## src/hdl/cht_pkg.sv

```systemverilog
// cht_pkg: shared types, codes and defaults for the chained hash table engine
// no dependencies; imported by cht_front, cht_back and the core top level
package cht_pkg;

	localparam int DEF_MAX_BUCKETS      = 64;
	localparam int DEF_SLOTS_PER_BUCKET = 8;
	localparam int DEF_START_BUCKETS    = 4;
	localparam int DEF_LOAD_DIVISOR     = 4;

	localparam int QUEUE_DEPTH = 2;

	localparam logic [1:0] CMD_INSERT = 2'd0;
	localparam logic [1:0] CMD_LOOKUP = 2'd1;
	localparam logic [1:0] CMD_ERASE  = 2'd2;

	localparam logic [2:0] ST_INSERTED  = 3'd0;
	localparam logic [2:0] ST_UPDATED   = 3'd1;
	localparam logic [2:0] ST_FOUND     = 3'd2;
	localparam logic [2:0] ST_NOT_FOUND = 3'd3;
	localparam logic [2:0] ST_ERASED    = 3'd4;
	localparam logic [2:0] ST_FULL      = 3'd5;

	typedef enum logic [1:0] {
		OP_INSERT,
		OP_LOOKUP,
		OP_ERASE,
		OP_NOP
	} cht_op_t;

	typedef struct packed {
		logic [1:0]  command;
		logic [63:0] key;
		logic [63:0] value;
	} cht_cmd_t;

	typedef struct packed {
		logic [2:0]  status;
		logic [63:0] value_out;
		logic [9:0]  entry_count;
		logic [6:0]  bucket_count;
	} cht_rsp_t;

	typedef struct packed {
		cht_op_t     op;
		logic [63:0] key;
		logic [63:0] value;
	} cht_work_t;

endpackage

```

## src/hdl/cht_front.sv

```systemverilog
// cht_front: accepts command words, decodes the command and queues the work
// depends on cht_pkg
module cht_front (
	input  logic                 clk,
	input  logic                 arst_n,
	input  logic                 cmd_valid,
	output logic                 cmd_stall,
	input  cht_pkg::cht_cmd_t    cmd,
	output logic                 work_valid,
	output cht_pkg::cht_work_t   work,
	input  logic                 work_pop
);
	import cht_pkg::*;

	localparam int PW = (QUEUE_DEPTH > 1) ? $clog2(QUEUE_DEPTH) : 1;
	localparam int CW = $clog2(QUEUE_DEPTH + 1);

	cht_work_t       q_mem [QUEUE_DEPTH];
	logic [PW-1:0]   wp_q;
	logic [PW-1:0]   rp_q;
	logic [CW-1:0]   cnt_q;
	cht_work_t       decoded;
	logic            push;

	always_comb begin
		decoded.key   = cmd.key;
		decoded.value = cmd.value;
		unique case (cmd.command)
			CMD_INSERT: decoded.op = OP_INSERT;
			CMD_LOOKUP: decoded.op = OP_LOOKUP;
			CMD_ERASE:  decoded.op = OP_ERASE;
			default:    decoded.op = OP_NOP;
		endcase
	end

	assign cmd_stall  = (cnt_q == CW'(QUEUE_DEPTH));
	assign push       = cmd_valid && !cmd_stall;
	assign work_valid = (cnt_q != '0);
	assign work       = q_mem[rp_q];

	always_ff @(posedge clk) begin
		if (push) begin
			q_mem[wp_q] <= decoded;
		end
	end

	always_ff @(posedge clk or negedge arst_n) begin
		if (!arst_n) begin
			wp_q  <= '0;
			rp_q  <= '0;
			cnt_q <= '0;
		end else begin
			if (push) begin
				wp_q <= (wp_q == PW'(QUEUE_DEPTH - 1)) ? '0 : PW'(wp_q + 1'b1);
			end
			if (work_pop) begin
				rp_q <= (rp_q == PW'(QUEUE_DEPTH - 1)) ? '0 : PW'(rp_q + 1'b1);
			end
			if (push && !work_pop) begin
				cnt_q <= CW'(cnt_q + 1'b1);
			end else if (!push && work_pop) begin
				cnt_q <= CW'(cnt_q - 1'b1);
			end
		end
	end

endmodule

```

## config.mk

```make
export PLATFORM = sky130hd
export DESIGN_NAME = cht_front
export DESIGN_NICKNAME = d
export VERILOG_FILES = /design/src/hdl/cht_pkg.sv /design/src/hdl/cht_front.sv
export SDC_FILE = /design/constraint.sdc
export NUM_CORES = 1
export LEC_CHECK = 0
export ABC_AREA = 1
export BUFFER_PORTS_ARGS = -buffer_cell sky130_fd_sc_hd__buf_2
export CAP_MARGIN = 10
export CORE_ASPECT_RATIO = 0.6
export CORE_UTILIZATION = 59
export CTS_BUF_LIST = sky130_fd_sc_hd__clkbuf_4
export CTS_CLUSTER_DIAMETER = 150
export DETAILED_ROUTE_END_ITERATION = 8
export GPL_TIMING_DRIVEN = 0
export PLACE_DENSITY_LB_ADDON = 0.05
export SYNTH_ARGS = -nofsm -noshare
export SYNTH_HDL_FRONTEND = slang
export SYNTH_SLANG_ARGS = --single-unit
```

## constraint.sdc

```tcl
create_clock -name clk -period 20 [get_ports clk]
set_clock_uncertainty 0.2 [all_clocks]
set_input_delay 4 -clock clk [delete_from_list [all_inputs] [get_ports clk]]
set_output_delay 4 -clock clk [all_outputs]
set_load 0.02 [all_outputs]
```

==> results of run 1 <==
[flip-flops by register name, summed over array words and instances, names as in the netlist]
signal	cells
wp_q	1
cnt_q	2
q_mem	260
rp_q	1
[routing by layer]
layer / track usage / routed length, um / part of all wire
met1: 0.241 / 7020 / 0.38
met5: 0 / 0 / 0
met4: 0.0735 / 345 / 0.019
met2: 0.348 / 9070 / 0.49
met3: 0.0929 / 2010 / 0.11
[Yosys cell counts (all sizes together)]
library cell  number
nand2              8
nand3              1
o21ai              1
xnor2              1
buf               15
ha                 1
dfrtp              4
nand4              1
inv                8
mux2             130
xor2               1
clkbuf             2
edfxtp           260
nor2               3
[where the power goes]
group | switching [uW] | internal, uW
Clock | 195 | 219
Combinational | 398 | 303
Sequential | 28.5 | 753
Total | 621 | 1270
[cell type report]
| class | count | area share |
|---|---|---|
| antenna | 3 | 0.000602 |
| buffer | 17 | 0.0124 |
| clock buffer | 91 | 0.0548 |
| clock inverter | 13 | 0.00612 |
| inverter | 8 | 0.00281 |
| multi-input combinational | 147 | 0.152 |
| sequential | 264 | 0.634 |
| tap | 228 | 0.0229 |
| timing repair buffer | 268 | 0.114 |
[cells by family (layout without fill, tap and decap cells)]
family,Yosys count,in the layout,synth area share
buffers and inverters,25,397,0.0186
DFF,264,264,0.792
other,0,3,0
adders and majority gates,1,1,0.00125
AOI/OAI and AO/OA,1,1,0.000501
xor gates and xnor gates,2,2,0.00176
and+or+nand+nor,13,13,0.00526
muxes,130,130,0.180
[worst min path at each step]
| stage | from | to | depth (start not counted) |
|---|---|---|---|
| 4_1_cts | cnt_q[1]$_DFFE_PN0P_ | cnt_q[1]$_DFFE_PN0P_ | 2 |
| 6_report | cnt_q[1]$_DFFE_PN0P_ | cnt_q[1]$_DFFE_PN0P_ | 2 |
| 5_1_grt | wp_q$_DFFE_PN0N_ | wp_q$_DFFE_PN0N_ | 2 |
| 3_3_place_gp | wp_q$_DFFE_PN0N_ | wp_q$_DFFE_PN0N_ | 2 |
| 3_5_place_dp | cnt_q[1]$_DFFE_PN0P_ | cnt_q[1]$_DFFE_PN0P_ | 2 |
| 2_1_floorplan | cnt_q[1]$_DFFE_PN0P_ | cnt_q[1]$_DFFE_PN0P_ | 2 |
[worst register-to-register path, stage by stage, from the launching register on]
cell	delay, ns
dfrtp_1	0.39
inv_1	0.12
nor2_1	0.07
nor2_1	0.18
nand2_1	0.16
inv_6	0.45
buf_16	0.41
[per-stage QoR]
step	setup slack, ns	instance area, um^2	hold slack, ns	cells	utilization
after floorplan	9.67	9980	0.242	436	-
after global placement	6.99	11600	0.261	927	0.707
after detailed placement	14.06	11700	0.321	932	0.714
after CTS	13.77	12500	0.325	1036	0.760
after global routing	13.72	12500	0.349	1037	0.760
final	13.83	12500	0.327	1039	0.761
==> flow_metrics.py, run 1 <==
metrics = {
    "outcome": {
        "status": "completed",
    },
    "worst_setup_path": {
        "critical_path_arrival_ns": 1.97,
        "cp-endpoint": "work[22]",
        "cp.required_ns": 15.80,
        "max_stage_delay_ns": 0.35,
        "worst_r2r_endpoint": "q_mem[0][73]$_DFFE_PP_",
        "crit_start": "rp_q$_DFFE_PN0P_",
        "worst-path-stages": 5,
        "worst-setup-path-type": "reg -> out",
        "path_cells": "buf_6 > buf_8 > buf_6 > mux2_4 > buf_2",
        "reg2reg_from": "cnt_q[1]$_DFFE_PN0P_",
        "startpoint_type": "flip-flop",
        "critPathMaxFanout": 10,
        "crit_path_end_kind": "primary output",
        "r2r_cells": 6,
        "cpMostUsedCell": "buf_6",
        "cpMaxStageDelayCell": "dfrtp_1",
        "crit_family": "buffers and inverters",
        "r2r_slack_ns": 17.62,
        "cp.buffers_inverters": 4,
    },
    "final_layout": {
        "syn_to_final_growth_pct": 24.9,
        "drive_gt1_frac": 0.631,
        "nets": 899,
        "fill_cells": 1030,
        "most-common-layout-cells": "buf_2 (267), edfxtp_1 (260), clkbuf_4 (91)",
        "final_common_cell": "buf_2",
        "regArea_um2": 7910,
        "multi_input_area_um2": 1900,
    },
    "timing": {
        "hold_viol": 0,
        "fmaxAchievable_ghz": 0.162,
        "relSlewSlack": 0.593,
        "fin_crit_sh": 0.309,
        "slew_viol_final": 0,
        "tightest_slew_ns": 0.608,
        "rsz0062_at_grt": "no",
        "setup_tns_ns": 0,
        "fin_crit_ns": 6.17,
        "setup_viol": 0,
    },
    "global_route": {
        "grt_max_degree": 76,
        "track_usage": 0.208,
        "grt_pass1_wl_mm": 26.8,
        "grt_overflow": 0,
        "first_global_vias": 5237,
        "antenna_found_initial": 2,
    },
    "synthesis": {
        "synth_nets": 571,
        "yosys.area.top_type_share": 0.782,
        "ys_types": 17,
        "ys_seq_area_frac": 0.792,
        "ys_top_cells_by_area": "edfxtp_1 (78%), mux2_4 (14%), mux2_2 (4.5%)",
        "avgSynthCellArea_um2": 22.9,
        "netlist_area_um2": 9980,
        "yosysWarnings": 0,
        "synth_cells": 436,
        "ys_ff_latch": 264,
        "yosysTopAreaCell": "edfxtp_1",
    },
    "clock_tree": {
        "htreeDepth": 2,
        "clock_sinks": 264,
        "clkTransAtPathRegs_ns": 0.07,
        "postCtsSetupBuffers": 0,
        "numCtsBuffers": 58,
        "hold_buffers": 0,
        "max-clock-path-buffers": 3,
        "cts_tree": "yes",
        "clk_latency_ns": 0.64,
        "clockRootBuffer": "clkbuf_4",
        "ctsResizeCount": 0,
    },
    "die": {
        "pin_count": 266,
        "initial_core_util": 0.609,
        "fp-row-count": 36,
        "die_h_um": 103,
        "coreArea_um2": 16400,
        "die_area_um2": 17500,
        "fp.dieW_um": 170,
    },
    "pwr": {
        "p_total_uw": 1900,
        "powerDensity_nw_per_um2": 152,
        "p_leak_uw": 0.00507,
        "max-vdd-ir-drop_uv": 86.6,
    },
    "detailed_routing": {
        "firstDrtPassIters": 4,
        "vias": 5170,
        "avgRoutedWirePerCell_um": 17.7,
        "drc": 0,
        "drt-vias-per-instance": 4.98,
        "wirelength_mm": 18.4,
        "dr.first_iter.drc_count": 270,
        "final_antenna_net_count": 0,
    },
    "placed_design": {
        "hpwlAfterDp_mm": 12.5,
        "port_buffers": 263,
        "gp_congestion": 0.751,
    },
    "job": {
        "cap_violations": 0,
    },
    "worst_hold_path": {
        "hold_class": "reg -> reg",
    },
}
Power figures use the tool's default switching activity.
==> run 2, diff against run 1 <==
CORE_UTILIZATION = 54   (was 59)
clock period = 6.3 ns   (was 20 ns; I/O delays follow)
==> flow_metrics.py, run 2 (same netlist as run 1, synthesis figures left out) <==
metrics = {
    "clock_tree": {
        "clockRootBuffer": "clkbuf_4",
        "postCtsSetupBuffers": 0,
        "clk_latency_ns": 0.60,
        "numCtsBuffers": 57,
        "clock_sinks": 264,
        "max-clock-path-buffers": 3,
        "cts_tree": "yes",
        "ctsResizeCount": 0,
        "hold_buffers": 0,
        "htreeDepth": 2,
        "clkTransAtPathRegs_ns": 0.07,
    },
    "pwr": {
        "pwr-share-comb": 0.374,
        "clkPwrFrac": 0.208,
        "p_leak_uw": 0.00505,
        "power_switching_uw": 1930,
        "p_int_uw": 4000,
        "switching_share": 0.326,
        "powerDensity_nw_per_um2": 477,
        "max-vdd-ir-drop_uv": 273,
        "seqPwrFrac": 0.418,
    },
    "final_layout": {
        "final_common_cell": "buf_2",
        "stdcell_count": 1043,
        "most-common-layout-cells": "buf_2 (267), edfxtp_1 (260), clkbuf_4 (91)",
        "final_area_um2": 12400,
        "drive_gt1_frac": 0.631,
        "largest_reg_flops": 260,
        "regMostFlops": "q_mem",
        "nets": 898,
        "reg_top3": "q_mem (260), cnt_q (2)",
        "syn_to_final_growth_pct": 24.6,
    },
    "die": {
        "coreArea_um2": 18100,
        "die_h_um": 107,
        "initial_core_util": 0.552,
        "fp.dieW_um": 178,
        "fp-row-count": 38,
        "pin_count": 266,
        "die_area_um2": 19100,
    },
    "worst_setup_path": {
        "startpoint_type": "flip-flop",
        "crit_path_end_kind": "primary output",
        "critPathMaxFanout": 10,
        "cp.required_ns": 4.84,
        "worst-setup-path-type": "reg -> out",
        "worst_r2r_endpoint": "q_mem[0][27]$_DFFE_PP_",
        "r2r_cells": 6,
        "reg2reg_from": "cnt_q[1]$_DFFE_PN0P_",
        "critical_path_arrival_ns": 1.91,
        "r2r_slack_ns": 3.92,
    },
    "placed_design": {
        "dp_cells": 944,
        "hpwlAfterDp_mm": 12.5,
        "dpl_cell_area_um2": 11700,
        "port_buffers": 263,
        "gp_congestion": 0.761,
    },
    "global_route": {
        "antenna_found_initial": 5,
        "grt_max_degree": 69,
        "track_usage": 0.191,
        "first_global_vias": 5352,
        "grt_pass1_wl_mm": 27.3,
        "grt_overflow": 0,
    },
    "timing": {
        "setup_tns_ns": 0,
        "fmaxAchievable_ghz": 0.297,
        "hold_viol": 0,
        "slew_viol_final": 0,
        "relSlewSlack": 0.582,
        "rsz0062_at_grt": "no",
        "fin_crit_ns": 3.37,
        "setup_viol": 0,
        "tightest_slew_ns": 0.627,
        "fin_crit_sh": 0.534,
    },
    "detailed_routing": {
        "final_antenna_net_count": 0,
        "firstDrtPassIters": 6,
        "wirelength_mm": 18.3,
        "dr.first_iter.drc_count": 295,
        "avgRoutedWirePerCell_um": 17.5,
        "vias": 5141,
        "drt-vias-per-instance": 4.93,
        "drc": 0,
    },
    "worst_hold_path": {
        "hold_class": "in -> async",
    },
    "job": {
        "cap_violations": 0,
    },
    "outcome": {
        "status": "completed",
    },
}
## run 2: cell count changes in the layout (fill, tap and decap cells not counted), sizes merged
cell / previous run / this run
bufinv: 1 / 0
clkinv: 10 / 7
diode: 3 / 1
inv: 10 / 8
## run 2: worst max path at each step
stage                     start                     end  slack, ns  cells after the start
6_report       rp_q$_DFFE_PN0P_                work[20]       2.93                      5
5_1_grt        rp_q$_DFFE_PN0P_                work[25]       2.82                      5
4_1_cts        rp_q$_DFFE_PN0P_                work[20]       2.84                      5
3_5_place_dp          cmd_valid  q_mem[0][26]$_DFFE_PP_       3.12                      6
3_3_place_gp          cmd_valid  q_mem[1][26]$_DFFE_PP_      -0.80                      3
2_1_floorplan         cmd_valid   q_mem[1][0]$_DFFE_PP_       0.90                      2
## run 2: area by class of cell
class / count / area [um^2]
sequential: 264 / 7910
fill: 1234 / 5630
multi-input combinational: 147 / 1900
timing repair buffer: 268 / 1430
clock buffer: 91 / 683
tap: 240 / 300
buffer: 17 / 155
inverter: 8 / 35.0
clock inverter: 7 / 26.3
antenna: 1 / 2.50
## run 2: power groups by stage
stage | clock [uW] | sequential [uW] | combinational [uW]
after floorplan | 0 | 2540 | 1580
after global placement | 0 | 2580 | 2150
after detailed placement | 0 | 2520 | 2240
after CTS | 1290 | 2480 | 2250
after global routing | 1360 | 2510 | 2360
final | 1240 | 2480 | 2220
## run 2: stage by stage
step / setup slack, ns / util / hold slack [ns] / power (uW)
floorplan: 0.896 / - / 0.242 / 4120
global placement: -0.801 / 0.642 / 0.261 / 4730
detailed placement: 3.12 / 0.649 / 0.280 / 4770
CTS: 2.84 / 0.688 / 0.175 / 6020
global route: 2.82 / 0.688 / 0.181 / 6230
finish: 2.93 / 0.688 / 0.254 / 5930
## run 2: critical path: stages (launching register included)
cell	delay [ns]
dfrtp_1	0.34
buf_6	0.11
buf_8	0.16
buf_6	0.20
mux2_4	0.31
buf_2	0.17
## run 2: metal layers
metal  vias to the layer above  GRT usage  routed length (um)  part of all wire
met1                      2488      0.230                7170              0.39
met3                        35     0.0805                1900              0.10
li1                       2417          -                   -                 -
met2                       195      0.316                8900              0.49
met5                         -          0                  37            0.0020
met4                         6     0.0580                 263             0.014
==> run 3, diff against run 2 <==
clock period = 3.29 ns   (was 6.3 ns; I/O delays follow)
==> flow_metrics.py, run 3 (same netlist as run 1, synthesis figures left out) <==
metrics = {
    "outcome": {
        "status": "completed",
    },
    "clock_tree": {
        "cts_tree": "yes",
        "clock_sinks": 264,
        "clockRootBuffer": "clkbuf_4",
        "numCtsBuffers": 59,
        "clkTransAtPathRegs_ns": 0.07,
        "max-clock-path-buffers": 3,
        "postCtsSetupBuffers": 0,
        "clk_latency_ns": 0.64,
        "htreeDepth": 2,
        "ctsResizeCount": 0,
    },
    "die": {
        "die_h_um": 107,
        "initial_core_util": 0.552,
        "fp-row-count": 38,
        "fp.dieW_um": 178,
        "die_area_um2": 19100,
        "pin_count": 266,
        "coreArea_um2": 18100,
    },
    "pwr": {
        "powerDensity_nw_per_um2": 842,
        "p_leak_uw": 0.00564,
        "p_total_uw": 11700,
        "max-vdd-ir-drop_uv": 531,
    },
    "timing": {
        "fin_crit_sh": 0.857,
        "slew_viol_final": 0,
        "setup_viol": 0,
        "hold_slack_ns": 0.200,
        "relSlewSlack": 0.346,
        "tightest_slew_ns": 0.979,
        "rsz0062_at_grt": "no",
        "fmaxAchievable_ghz": 0.355,
        "hold_viol": 0,
        "fin_crit_ns": 2.82,
    },
    "final_layout": {
        "regArea_um2": 7910,
        "stdcell_count": 1185,
        "largest_reg_flops": 260,
        "most-common-layout-cells": "buf_2 (267), edfxtp_1 (260), dlygate4sd3_1 (132)",
        "final_common_cell": "buf_2",
        "fill_cells": 1103,
        "final_area_um2": 13900,
        "multi_input_area_um2": 1920,
        "regMostFlops": "q_mem",
        "syn_to_final_growth_pct": 38.9,
        "reg_top3": "q_mem (260), cnt_q (2)",
        "drive_gt1_frac": 0.546,
        "final_util": 0.767,
        "diodes": 0,
        "nets": 1034,
    },
    "placed_design": {
        "hpwlAfterDp_mm": 12.3,
        "dp_cells": 946,
        "gp_congestion": 0.774,
        "port_buffers": 263,
        "dpl_cell_area_um2": 11800,
    },
    "detailed_routing": {
        "avgRoutedWirePerCell_um": 16.9,
        "dr.first_iter.drc_count": 253,
        "final_antenna_net_count": 0,
        "wirelength_mm": 20.0,
        "vias": 5647,
        "firstDrtPassIters": 4,
        "drc": 0,
        "drt-vias-per-instance": 4.77,
    },
    "global_route": {
        "first_global_vias": 6023,
        "track_usage": 0.209,
        "grt_max_degree": 39,
        "antenna_found_initial": 0,
        "grt_overflow": 0,
        "grt_pass1_wl_mm": 30.3,
    },
    "worst_setup_path": {
        "startpoint_type": "flip-flop",
        "r2r_slack_ns": 0.77,
        "worst-setup-path-type": "reg -> out",
        "critPathMaxFanout": 10,
        "critical_path_arrival_ns": 1.96,
        "cp.required_ns": 2.43,
        "crit_path_end_kind": "primary output",
    },
    "worst_hold_path": {
        "hold_class": "in -> async",
    },
    "job": {
        "cap_violations": 0,
    },
}
run 3: area by class of cell:
| type | instances | area share |
|---|---|---|
| Buffer | 17 | 0.0112 |
| Clock buffer | 93 | 0.0504 |
| Clock inverter | 14 | 0.00388 |
| Inverter | 8 | 0.00334 |
| Multi-Input combinational cell | 147 | 0.138 |
| Sequential cell | 264 | 0.570 |
| Tap cell | 240 | 0.0217 |
| Timing Repair Buffer | 402 | 0.201 |
run 3: through the flow:
step | worst slack, ns | setup TNS, ns
after floorplan | -0.0193 | -2.51
after global placement | -1.24 | -309.62
after detailed placement | 0.461 | 0
after CTS | 0.396 | 0
after global routing | 0.348 | 0
final | 0.472 | 0
run 3: path summary, 6_finish.rpt:
check,startpoint,endpoint,depth (start not counted)
setup / recovery,rp_q$_DFFE_PN0P_,work[91],5
hold / removal,arst_n,cnt_q[1]$_DFFE_PN0P_,2
setup reg to reg,cnt_q[1]$_DFFE_PN0P_,q_mem[0][90]$_DFFE_PP_,7
hold reg to reg,cnt_q[1]$_DFFE_PN0P_,cnt_q[1]$_DFFE_PN0P_,2
max in group asynchronous,arst_n,cnt_q[0]$_DFFE_PN0P_,2
min in group clk,cmd_valid,wp_q$_DFFE_PN0N_,4
run 3: metal layers:
| metal | global-route usage | part of all wire | vias to the layer above |
|---|---|---|---|
| li1 | - | - | 2690 |
| met1 | 0.259 | 0.41 | 2720 |
| met2 | 0.340 | 0.48 | 209 |
| met3 | 0.0784 | 0.091 | 28 |
| met4 | 0.0714 | 0.014 | 0 |
| met5 | 0 | 0 | - |
run 3: where the power goes:
| group | internal, uW | leakage [uW] | switching, uW |
|---|---|---|---|
| registers | 4580 | 0.00247 | 178 |
| logic | 1980 | 0.00272 | 2470 |
| clock network | 1280 | 0.000452 | 1190 |
| total | 7840 | 0.00564 | 3840 |
run 3: what timing repair did:
| item | in CTS | in global routing |
|---|---|---|
| endpoints found under the setup margin | 0 | 0 |
| endpoints found under the hold margin | 265 | 0 |
| hold buffers | 132 | 0 |
run 3: critical path: stages (launching register included):
cell and delay, ns:
dfrtp_1 0.34, buf_6 0.12, buf_8 0.17, buf_6 0.20, mux2_4 0.33, buf_2 0.16
